[config.mk]
export PLATFORM = sky130hd
export DESIGN_NAME = framed_reply_receiver
export DESIGN_NICKNAME = d
export VERILOG_FILES = /design/src/design/frr_pkg.sv /design/src/design/frr_front.sv /design/src/design/frr_queue.sv /design/src/design/frr_back.sv /design/src/design/framed_reply_receiver.sv
export SDC_FILE = /design/constraint.sdc
export NUM_CORES = 1
export LEC_CHECK = 0
export BUFFER_PORTS_ARGS = -buffer_cell sky130_fd_sc_hd__buf_2
export CORE_ASPECT_RATIO = 0.5
export CORE_UTILIZATION = 30
export DETAILED_ROUTE_END_ITERATION = 10
export GPL_TIMING_DRIVEN = 0
export HOLD_SLACK_MARGIN = 0.15
export PLACE_DENSITY = 0.42
export SETUP_SLACK_MARGIN = 0.02
export SLEW_MARGIN = 40
export SYNTH_ARGS = -nofsm -noshare
export SYNTH_HDL_FRONTEND = slang
export SYNTH_SLANG_ARGS = --single-unit
[constraint.sdc]
create_clock -name clk -period 5.73 [get_ports clk]
set_input_delay 0.573 -clock clk [delete_from_list [all_inputs] [get_ports clk]]
set_output_delay 0.573 -clock clk [all_outputs]
set_load 0.02 [all_outputs]
[src/design/frr_pkg.sv]
`timescale 1ns / 1ps
// ----------------------------------------------------------------------------
// frr_pkg
// Shared types, codes and constants for the framed reply receiver.
// ----------------------------------------------------------------------------
package frr_pkg;

  localparam int QDEPTH = 4;

  localparam logic [7:0] CH_HEADER = 8'h70;
  localparam logic [7:0] CH_BEAT   = 8'h68;
  localparam logic [7:0] CH_MSG    = 8'h6d;

  localparam logic [2:0] BEAT_LAST = 3'd5;

  typedef enum logic [2:0] {
    PH_HEADER = 3'd0,
    PH_LENGTH = 3'd1,
    PH_TYPE   = 3'd2,
    PH_WORD   = 3'd3,
    PH_SKIP   = 3'd4
  } phase_t;

  typedef enum logic [1:0] {
    KIND_BEAT = 2'd0,
    KIND_MSG  = 2'd1,
    KIND_BAD  = 2'd2,
    KIND_UNK  = 2'd3
  } kind_t;

  typedef struct packed {
    kind_t       kind;
    logic [31:0] value;
  } cmd_t;

  function automatic logic [7:0] beat_byte(input logic [2:0] idx);
    logic [7:0] b;
    case (idx)
      3'd0:    b = CH_HEADER;
      3'd1:    b = 8'h01;
      3'd5:    b = CH_BEAT;
      default: b = 8'h00;
    endcase
    return b;
  endfunction

endpackage

[src/design/frr_front.sv]
`timescale 1ns / 1ps
// ----------------------------------------------------------------------------
// frr_front
// Frame parser: takes one byte per request and posts reply commands.
// ----------------------------------------------------------------------------
module frr_front (
  input  logic          clk,
  input  logic          rst_n,
  input  logic          acc,
  input  logic [7:0]    rx_byte,
  output logic          push,
  output frr_pkg::cmd_t push_cmd
);

  frr_pkg::phase_t phase_r, phase_nxt;
  logic [31:0]     len_r, len_nxt;
  logic [1:0]      idx_r, idx_nxt;
  logic [31:0]     val_r, val_nxt;
  logic            halted_r, halted_nxt;
  logic [31:0]     len_dec;

  always_ff @(posedge clk) begin
    if (!rst_n) begin
      phase_r  <= frr_pkg::PH_HEADER;
      len_r    <= '0;
      idx_r    <= '0;
      val_r    <= '0;
      halted_r <= 1'b0;
    end else begin
      phase_r  <= phase_nxt;
      len_r    <= len_nxt;
      idx_r    <= idx_nxt;
      val_r    <= val_nxt;
      halted_r <= halted_nxt;
    end
  end

  assign len_dec = len_r - 32'd1;

  always_comb begin
    phase_nxt      = phase_r;
    len_nxt        = len_r;
    idx_nxt        = idx_r;
    val_nxt        = val_r;
    halted_nxt     = halted_r;
    push           = 1'b0;
    push_cmd.kind  = frr_pkg::KIND_MSG;
    push_cmd.value = '0;
    if (acc && !halted_r) begin
      unique case (phase_r)
        frr_pkg::PH_LENGTH: begin
          len_nxt[8*idx_r +: 8] = len_r[8*idx_r +: 8] | rx_byte;
          idx_nxt = idx_r + 2'd1;
          if (idx_r == 2'd3) begin
            phase_nxt = frr_pkg::PH_TYPE;
          end
        end
        frr_pkg::PH_TYPE: begin
          phase_nxt = frr_pkg::PH_HEADER;
          if (rx_byte == frr_pkg::CH_BEAT) begin
            push          = 1'b1;
            push_cmd.kind = frr_pkg::KIND_BEAT;
          end else if (rx_byte == frr_pkg::CH_MSG) begin
            val_nxt = '0;
            idx_nxt = '0;
            if (len_r == 32'd0) begin
              push          = 1'b1;
              push_cmd.kind = frr_pkg::KIND_MSG;
            end else begin
              phase_nxt = frr_pkg::PH_WORD;
            end
          end else begin
            push          = 1'b1;
            push_cmd.kind = frr_pkg::KIND_UNK;
          end
        end
        frr_pkg::PH_WORD, frr_pkg::PH_SKIP: begin
          if (phase_r == frr_pkg::PH_WORD) begin
            val_nxt[8*idx_r +: 8] = val_r[8*idx_r +: 8] | rx_byte;
            idx_nxt = idx_r + 2'd1;
            if (idx_r == 2'd3) begin
              phase_nxt = frr_pkg::PH_SKIP;
            end
          end
          len_nxt = len_dec;
          if (len_dec == 32'd0) begin
            push           = 1'b1;
            push_cmd.kind  = frr_pkg::KIND_MSG;
            push_cmd.value = val_nxt;
            phase_nxt      = frr_pkg::PH_HEADER;
            idx_nxt        = '0;
          end
        end
        default: begin
          if (rx_byte == frr_pkg::CH_HEADER) begin
            phase_nxt = frr_pkg::PH_LENGTH;
            len_nxt   = '0;
            idx_nxt   = '0;
          end else begin
            push          = 1'b1;
            push_cmd.kind = frr_pkg::KIND_BAD;
            halted_nxt    = 1'b1;
            phase_nxt     = frr_pkg::PH_HEADER;
          end
        end
      endcase
    end
  end

  a_halt_sticky: assert property (@(posedge clk) disable iff (!rst_n)
    halted_r |=> halted_r && !push)
    else $error("frr_front: halt released or command posted while halted");

endmodule

[src/design/frr_queue.sv]
`timescale 1ns / 1ps
// ----------------------------------------------------------------------------
// frr_queue
// Short command queue between the frame parser and the reply sequencer.
// ----------------------------------------------------------------------------
module frr_queue #(
  parameter int DEPTH = frr_pkg::QDEPTH
) (
  input  logic          clk,
  input  logic          rst_n,
  input  logic          push,
  input  frr_pkg::cmd_t push_cmd,
  input  logic          pop,
  output logic          full,
  output logic          not_empty,
  output frr_pkg::cmd_t head
);

  localparam int PW = (DEPTH > 1) ? $clog2(DEPTH) : 1;
  localparam int CW = $clog2(DEPTH + 1);
  localparam logic [PW-1:0] PTR_LAST = PW'(DEPTH - 1);
  localparam logic [CW-1:0] CNT_FULL = CW'(DEPTH);

  frr_pkg::cmd_t   mem_r [DEPTH];
  logic [PW-1:0]   wr_ptr_r, rd_ptr_r;
  logic [CW-1:0]   cnt_r;
  logic            do_push, do_pop;

  assign full      = (cnt_r == CNT_FULL);
  assign not_empty = (cnt_r != '0);
  assign head      = mem_r[rd_ptr_r];
  assign do_push   = push && !full;
  assign do_pop    = pop && not_empty;

  always_ff @(posedge clk) begin
    if (do_push) begin
      mem_r[wr_ptr_r] <= push_cmd;
    end
  end

  always_ff @(posedge clk) begin
    if (!rst_n) begin
      wr_ptr_r <= '0;
      rd_ptr_r <= '0;
      cnt_r    <= '0;
    end else begin
      if (do_push) begin
        wr_ptr_r <= (wr_ptr_r == PTR_LAST) ? '0 : wr_ptr_r + PW'(1);
      end
      if (do_pop) begin
        rd_ptr_r <= (rd_ptr_r == PTR_LAST) ? '0 : rd_ptr_r + PW'(1);
      end
      case ({do_push, do_pop})
        2'b10:   cnt_r <= cnt_r + CW'(1);
        2'b01:   cnt_r <= cnt_r - CW'(1);
        default: cnt_r <= cnt_r;
      endcase
    end
  end

  a_no_overflow: assert property (@(posedge clk) disable iff (!rst_n)
    push |-> !full)
    else $error("frr_queue: command pushed into full queue");

endmodule

[src/design/frr_back.sv]
`timescale 1ns / 1ps
// ----------------------------------------------------------------------------
// frr_back
// Reply sequencer: expands queued commands into result requests.
// ----------------------------------------------------------------------------
module frr_back (
  input  logic                clk,
  input  logic                rst_n,
  input  logic                q_valid,
  input  frr_pkg::cmd_t       q_head,
  output logic                q_pop,
  output logic                out_valid,
  input  logic                out_stall,
  output logic [1:0]          out_result_kind,
  output logic [7:0]          out_tx_byte,
  output logic signed [31:0]  out_calc_value,
  output logic                out_last
);

  logic        valid_r, valid_nxt;
  logic [2:0]  beat_r, beat_nxt;
  logic [1:0]  kind_r, kind_nxt;
  logic [7:0]  tx_r, tx_nxt;
  logic [31:0] val_r, val_nxt;
  logic        last_r, last_nxt;
  logic        load;

  assign load = q_valid && (!valid_r || !out_stall);

  always_comb begin
    valid_nxt = valid_r;
    beat_nxt  = beat_r;
    kind_nxt  = kind_r;
    tx_nxt    = tx_r;
    val_nxt   = val_r;
    last_nxt  = last_r;
    q_pop     = 1'b0;
    if (load) begin
      valid_nxt = 1'b1;
      kind_nxt  = q_head.kind;
      if (q_head.kind == frr_pkg::KIND_BEAT) begin
        tx_nxt   = frr_pkg::beat_byte(beat_r);
        val_nxt  = '0;
        last_nxt = (beat_r == frr_pkg::BEAT_LAST);
        if (beat_r == frr_pkg::BEAT_LAST) begin
          beat_nxt = '0;
          q_pop    = 1'b1;
        end else begin
          beat_nxt = beat_r + 3'd1;
        end
      end else begin
        tx_nxt   = '0;
        val_nxt  = q_head.value;
        last_nxt = 1'b1;
        q_pop    = 1'b1;
      end
    end else if (!out_stall) begin
      valid_nxt = 1'b0;
    end
  end

  always_ff @(posedge clk) begin
    if (!rst_n) begin
      valid_r <= 1'b0;
      beat_r  <= '0;
    end else begin
      valid_r <= valid_nxt;
      beat_r  <= beat_nxt;
    end
  end

  always_ff @(posedge clk) begin
    kind_r <= kind_nxt;
    tx_r   <= tx_nxt;
    val_r  <= val_nxt;
    last_r <= last_nxt;
  end

  assign out_valid       = valid_r;
  assign out_result_kind = kind_r;
  assign out_tx_byte     = tx_r;
  assign out_calc_value  = signed'(val_r);
  assign out_last        = last_r;

  a_beat_range: assert property (@(posedge clk) disable iff (!rst_n)
    beat_r <= frr_pkg::BEAT_LAST)
    else $error("frr_back: heartbeat counter out of range");

  a_single_last: assert property (@(posedge clk) disable iff (!rst_n)
    valid_r && kind_r != frr_pkg::KIND_BEAT |-> last_r)
    else $error("frr_back: single result without last");

endmodule

[src/design/framed_reply_receiver.sv]
`timescale 1ns / 1ps
// ----------------------------------------------------------------------------
// framed_reply_receiver
// Length-prefixed frame receiver with heartbeat reply.
//
// Input channel (in_valid / in_stall / in_rx_byte) takes one link byte per
// request. Frames are 'p', a 4-byte little-endian length and a type byte.
// Output channel (out_valid / out_stall / out_*) gives one result per
// request: six heartbeat reply bytes, one message word, or an error code;
// out_last marks the final result caused by one input byte.
// A result reaches the output from the byte that causes it through the
// command queue and then the output register.
// Throughput: one byte per cycle unless in_stall is high; a heartbeat drains
// six results through the sequencer at one per cycle unless out_stall is high.
// A command queue of QUEUE_DEPTH entries sits between parser and sequencer;
// in_stall rises only while that queue is full.
// A wrong header byte halts parsing: later bytes are taken and dropped.
// Reset (rst_n low, synchronous) empties the queue and clears the halt.
// While out_stall is high a valid output holds and the queue can fill.
// ----------------------------------------------------------------------------
module framed_reply_receiver #(
  parameter int QUEUE_DEPTH = frr_pkg::QDEPTH
) (
  input  logic               clk,
  input  logic               rst_n,
  input  logic               in_valid,
  output logic               in_stall,
  input  logic [7:0]         in_rx_byte,
  output logic               out_valid,
  input  logic               out_stall,
  output logic [1:0]         out_result_kind,
  output logic [7:0]         out_tx_byte,
  output logic signed [31:0] out_calc_value,
  output logic               out_last
);

  logic          q_full, q_valid, q_pop, push;
  frr_pkg::cmd_t push_cmd, q_head;

  assign in_stall = q_full;

  frr_front u_front (
    .clk      (clk),
    .rst_n    (rst_n),
    .acc      (in_valid && !in_stall),
    .rx_byte  (in_rx_byte),
    .push     (push),
    .push_cmd (push_cmd)
  );

  frr_queue #(.DEPTH(QUEUE_DEPTH)) u_queue (
    .clk       (clk),
    .rst_n     (rst_n),
    .push      (push),
    .push_cmd  (push_cmd),
    .pop       (q_pop),
    .full      (q_full),
    .not_empty (q_valid),
    .head      (q_head)
  );

  frr_back u_back (
    .clk             (clk),
    .rst_n           (rst_n),
    .q_valid         (q_valid),
    .q_head          (q_head),
    .q_pop           (q_pop),
    .out_valid       (out_valid),
    .out_stall       (out_stall),
    .out_result_kind (out_result_kind),
    .out_tx_byte     (out_tx_byte),
    .out_calc_value  (out_calc_value),
    .out_last        (out_last)
  );

endmodule
After elaboration in Yosys (flattened, before gate mapping)
Memory sizes are Yosys's and may differ from the RTL's. A register that Yosys moved wholly into a read port is not among the register bits.
Index checks and enable logic that the tools add are counted.
Word-level totals
  input bits: 12
  register bits: 124
  word-level logic and storage cells: 132
  bits in writable memories: 136
  memories kept: 1
Cells by class
  add/sub/neg operators: 8
  muxes and demuxes: 51
  reductions and logical operators: 27
  equal/unequal tests: 21
  shift-type cells: 5
  bitwise logic cells: 5
Memories
  u_queue.mem_r: words 4, width 34, rd ports 1, clocked after memory_dff 1, wr ports 1, RTL line frr_queue.sv:24  | frr_pkg::cmd_t mem_r [DEPTH];
Operators by type and width (number)
  $mux W32: 6
  $pmux W32 S3: 1
  $shiftx A8 B34 Y32: 2
  $bwmux W32: 2
  $logic_not A32 Y1: 2
  $pmux W32 S2: 1
  $shiftx A32 B6 Y8: 2
  $mux W34: 1
  $neg A5 Y34: 1
  $shift A8 B34 Y32 const A: 1
  $sub A32 B1 Y32 const B: 1
  $mux W2: 13
  $eq A8 B7 Y1 const B: 3
  $mux W3: 7
  $pmux W7 S3: 1
  $or A8 B8 Y8: 2
  $mux W1: 14
  $pmux W2 S3: 2
  $eq A3 B3 Y1 const B: 3
  $pmux W3 S3: 1
  $eq A2 B2 Y1 const B: 4
  $reduce_and A4 Y1: 2
  $add A2 B1 Y2 const B: 3
  $add A3 B1 Y3 const B: 2
  23 further kinds: 40

Longest topological paths before layout
  depth in word-level cells: 9
  mapped depth: 15
  gate-level depth less buffers: 15

Hierarchy
A second synthesis with hierarchy kept.
Unflattened totals
  cell total of the unflattened synthesis: 1082
  area total of the unflattened synthesis: 12807.3 um^2
Modules (own cells, without submodules)
  frr_front: cells each 737, times used 1, sequential area each 1401.3 um^2, area an instance 5617.9 um^2
  frr_queue: cells each 234, times used 1, sequential area each 4264.1 um^2, area an instance 5450.2 um^2
  frr_back: cells each 110, times used 1, sequential area each 1251.2 um^2, area an instance 1725.4 um^2
  framed_reply_receiver: cells each 1, times used 1, sequential area each 0.0 um^2, area an instance 13.8 um^2

Worst setup path before layout
Ideal clock, no wire load.
  path kind: input to register
  from: input out_stall
  to: register u_queue.cnt_r[2]
  slack: 1.364 ns
  arrival: 4.290 ns
  cell stages on the path: 9
  cell sequence: a21oi_1 -> nand2_1 -> inv_1 -> ha_1 -> inv_1 -> fa_1 -> xor2_1 -> or3_1 -> a21boi_0
On the way
  cells in the longest elaborated chain, start to end: 7
  elaborated cells between the ends (all ways): 9
  those cells by class: eq/ne: 2; mux: 2; reduce/logical: 5
RTL lines
  start: declaration: RTL line framed_reply_receiver.sv:30  | input logic out_stall,
  $logic_not A1 Y1 (*)
  $logic_or A1 B1 Y1 (*): RTL line frr_back.sv:28  | assign load = q_valid && (!valid_r || !out_stall);
  $logic_and A1 B1 Y1 (*): RTL line frr_back.sv:28
  $mux W1 (*): RTL line frr_back.sv:38  | if (load) begin
  $logic_and A1 B1 Y1 (*): RTL line frr_queue.sv:33  | assign do_pop = pop && not_empty;
  net u_queue.do_pop: RTL line frr_queue.sv:27  | logic do_push, do_pop;
  $eq A2 B1 Y1 or $eq A2 B2 Y1 (tied branches): RTL line frr_queue.sv:53  | case ({do_push, do_pop})
  $pmux W3 S2 or $reduce_bool A2 Y1 (tied branches)
  end signal: assignment: RTL line frr_queue.sv:54  | 2'b10: cnt_r <= cnt_r + CW'(1);
  end signal: assignment: RTL line frr_queue.sv:55  | 2'b01: cnt_r <= cnt_r - CW'(1);
  end signal: assignment: RTL line frr_queue.sv:56  | default: cnt_r <= cnt_r;
  end: declaration: RTL line frr_queue.sv:26  | logic [CW-1:0] cnt_r;
Mark *: on every way through the listed nets, which the timed path passes. The rest lies on a longest branch.
A chain may end at the register's enable or synchronous reset.

Worst setup path in the final report
  from: register u_front.len_r[0]
  to: register u_queue.cnt_r[2]
On the way
  cells in the longest elaborated chain, start to end: 9
  elaborated cells between the ends (all ways): 14
  those cells by class: add/sub: 1; eq/ne: 2; mux: 7; reduce/logical: 4
RTL lines
  start: declaration: RTL line frr_front.sv:16  | logic [31:0] len_r, len_nxt;
  start signal: assignment: RTL line frr_front.sv:31  | len_r <= len_nxt;
  branches (longest 4 deep; another with $sub A32 B1 Y32)
  $pmux W1 S3 (*): RTL line frr_front.sv:50  | unique case (phase_r)
  $mux W1 (*): RTL line frr_front.sv:49  | if (acc && !halted_r) begin
  $logic_and A1 B1 Y1 (*): RTL line frr_queue.sv:32  | assign do_push = push && !full;
  $eq A2 B1 Y1 or $eq A2 B2 Y1 (tied branches): RTL line frr_queue.sv:53
  $pmux W3 S2 or $reduce_bool A2 Y1 (tied branches)
Mark *: on every way between the ends.

==> results_dict.tcl <==
set metrics [dict create \
    die_h_um 149 \
    min_to "u_back.out_valid$_SDFFE_PN0P_" \
    routedWlPerCell_um 23.0 \
    synthToLayoutAreaGrowth_pct 16.0 \
    final_hold_viol_count 0 \
    status "finished, final reports clean" \
    pwr_density_cell_nw_per_um2 365 \
    r2r.worst_path.cells 15 \
    hpwl_um 28800 \
    cts_setup_buffers 0 \
    combPwrFrac 0.235 \
    fin_crit_ns 4.63 \
    num_antenna_cells 0 \
    peakVddDrop_uv 206 \
    rows 53 \
    vias 9472 \
    fp.dieW_um 295 \
    setup_tns_ns 0 \
    worstReg2RegStart "u_front.len_r[0]$_SDFFE_PN0P_" \
    coreArea_um2 42200 \
    dr.first_iter.drc_count 722 \
    grt_antenna_before_repair 2 \
    startpoint_type "flip-flop" \
    io_buffer_count 52 \
    cts_buffers 26 \
    fin_crit_sh 0.808 \
    first_pass_iters 6 \
    timing.final.ws_setup_ns 1.10 \
    async_reset_ff_frac 0 \
    wirelength_um 40800 \
    r2r-end "u_queue.cnt_r[2]$_SDFFE_PN0P_" \
    ctsRootBufferMaster "clkbuf_16" \
    path_clk_slew_ns 0.06 \
    setup_viol_count_final 0 \
    critPathLaunch "u_front.len_r[0]$_SDFFE_PN0P_" \
    fmax_ghz 0.216 \
    synth-seq-cells 258 \
    synth_edf_count 175 \
    yosys_warnings 0 \
    grt_max_degree 28 \
    grt_pass1_wl_um 60800 \
    synthFlopType "edfxtp_1" \
    fin_area_um2 15000 \
    hold_depth 3 \
    htree_levels 1 \
    dp_slack_ns 1.30 \
    layout.nets 1210 \
    ctsHoldBuffers 0 \
    synth.top_cell.area_share 0.407 \
    routabilityCongestion 0.955 \
    worstSetupPathType "reg2reg" \
    grt_pass1_vias 9255 \
    ys_seq_area_frac 0.535 \
    hp-start "out_stall" \
    r2r_slack_ns 1.10 \
    dp_cells 1731 \
    cts_tree "yes" \
    dpl-instance-area_um2 14100 \
    ys_types 76 \
    cts_resized 0 \
    worstMarginPinSlew_ns 0.877 \
    sw_frac_of_total 0.293 \
    power.internal_w 0.00386 \
    drcViolationCount 0 \
    dieArea_um2 44000 \
    rsz0062_at_grt "false" \
    required_ns 6.22 \
    crit_fanout 9 \
    slew_headroom 0.415 \
    cts.path.max_buffers 3 \
    via_per_inst 5.32 \
    pwr-share-clk 0.328 \
    p_leak_nw 4.88 \
    drive_above_1_share 0.199 \
    clk_latency_ns 0.57 \
    cap_violations 0 \
    grt-ovfl-total 0 \
    synth_top_area_cell "edfxtp_1" \
    crit_arrival_ns 5.12 \
    final_cells 1779 \
    avgSynthCellArea_um2 11.8 \
    crit_path_end_kind "flip-flop" \
    synthTopCellsByCount "edfxtp_1, nor2b_1, dfxtp_1" \
    pin_count 57 \
    initial_core_util 0.306 \
    pwr-share-seq 0.437 \
    grt_use_total 0.187 \
    yosysMostFrequentCell "edfxtp_1" \
    drv_slew 0 \
    syn_inst 1092 \
    p_switching_w 0.00160 \
    ys_top_cells_by_area "edfxtp_1, dfxtp_1, mux4_2" \
    ant_nets 0 \
    syn_area_um2 12900 \
    cts_sinks 258 \
    hold_class "in2reg" \
    skew_ns 0.0227 \
    utilization 0.355 \
]
-- stage by stage --
stage               total power, W  hold slack [ns]
global route               0.00573            0.338
detailed placement         0.00375            0.472
floorplan                  0.00327            0.454
CTS                        0.00557            0.279
finish                     0.00546            0.316
global placement           0.00369            0.462
-- logic make-up after synthesis --
logic type | synth area share
AOI/OAI and AO/OA | 0.130
muxes | 0.0890
DFF | 0.535
buffers and inverters | 0.0342
adders and majority gates | 0.0161
and+or+nand+nor | 0.190
xor gates and xnor gates | 0.00474
other | 0.000290
-- cell usage in the layout (no fill, tap or decap), types with 5 or more instances in the layout --
master	Yosys	layout
nor4_1	15	13
edfxtp_1	175	175
dfxtp_1	83	83
inv_1	16	16
buf_2	5	61
nor3_1	22	21
nand2_1	54	54
and3_1	10	10
mux4_2	49	49
nor2b_1	115	115
o32ai_1	10	10
clkbuf_16	0	26
o21a_1	5	5
a21boi_0	17	17
nor2_1	64	63
a2bb2oi_1	5	5
and2_1	12	8
nand3_1	9	9
a22oi_1	79	79
o22ai_1	10	10
ha_1	15	15
nor3_2	31	32
or2_2	17	17
clkbuf_1	68	77
or3_1	8	8
nand2b_1	10	10
o21ai_0	40	40
a21oi_1	48	47
-- layer usage --
layer	wire length, µm	up-vias	GRT usage
met5	0	-	0
li1	-	4335	-
met2	17400	282	0.277
met1	19800	4786	0.273
met4	1260	0	0.0601
met3	2370	69	0.0375
-- worst max-delay path: stages, from the launching register on --
cell	delay [ns]
dfxtp_1	0.44
inv_1	0.19
ha_1	0.28
or3b_2	0.60
nor2_2	0.45
a31oi_1	0.16
o32a_2	0.27
nor4_2	0.73
a21o_2	0.35
inv_1	0.07
ha_1	0.21
inv_1	0.08
fa_1	0.18
xor2_1	0.07
or3_1	0.30
a21boi_0	0.15
-- power groups by stage --
| stage | clock network [W] | logic, W | registers, W |
|---|---|---|---|
| 6_report | 0.00179 | 0.00128 | 0.00239 |
| 5_1_grt | 0.00192 | 0.00140 | 0.00241 |
| 4_1_cts | 0.00185 | 0.00132 | 0.00239 |
| 3_5_place_dp | 0 | 0.00132 | 0.00243 |
| 3_3_place_gp | 0 | 0.00123 | 0.00246 |
| 2_1_floorplan | 0 | 0.000633 | 0.00264 |
-- cell type report --
class                   count  area (µm²)
fillers                  4221       27300
flip-flops and latches    258        6920
multi-input cells         732        5640
well taps                 577         722
clock buffers              38         706
repair buffers             60         390
plain buffers              88         389
clock inverters            10         163
inverters                  16        60.1
-- worst max-delay path by stage --
stage	to	slack (ns)
after detailed placement	u_queue.cnt_r[2]$_SDFFE_PN0P_	1.30
final	u_queue.cnt_r[2]$_SDFFE_PN0P_	1.10
after global placement	u_queue.cnt_r[2]$_SDFFE_PN0P_	-0.67
after global routing	u_queue.mem_r[1][9]$_DFFE_PP_	0.89
after floorplan	u_queue.cnt_r[2]$_SDFFE_PN0P_	1.36
after CTS	u_queue.cnt_r[2]$_SDFFE_PN0P_	1.28
-- flip-flops by register name, indices dropped and copies added (netlist names), named ones only --
name	count
u_queue.wr_ptr_r	2
u_queue.cnt_r	3
u_front.len_r	32
u_front.val_r	32
u_back.out_valid	1
u_back.out_tx_byte	4
u_back.out_calc_value	32
u_queue.mem_r	136
u_front.idx_r	2
u_back.beat_r	3
u_back.out_last	1
u_front.phase_r	3
u_front.halted_r	1
u_queue.rd_ptr_r	2
u_back.out_result_kind	2
Power figures use the tool's default switching activity.
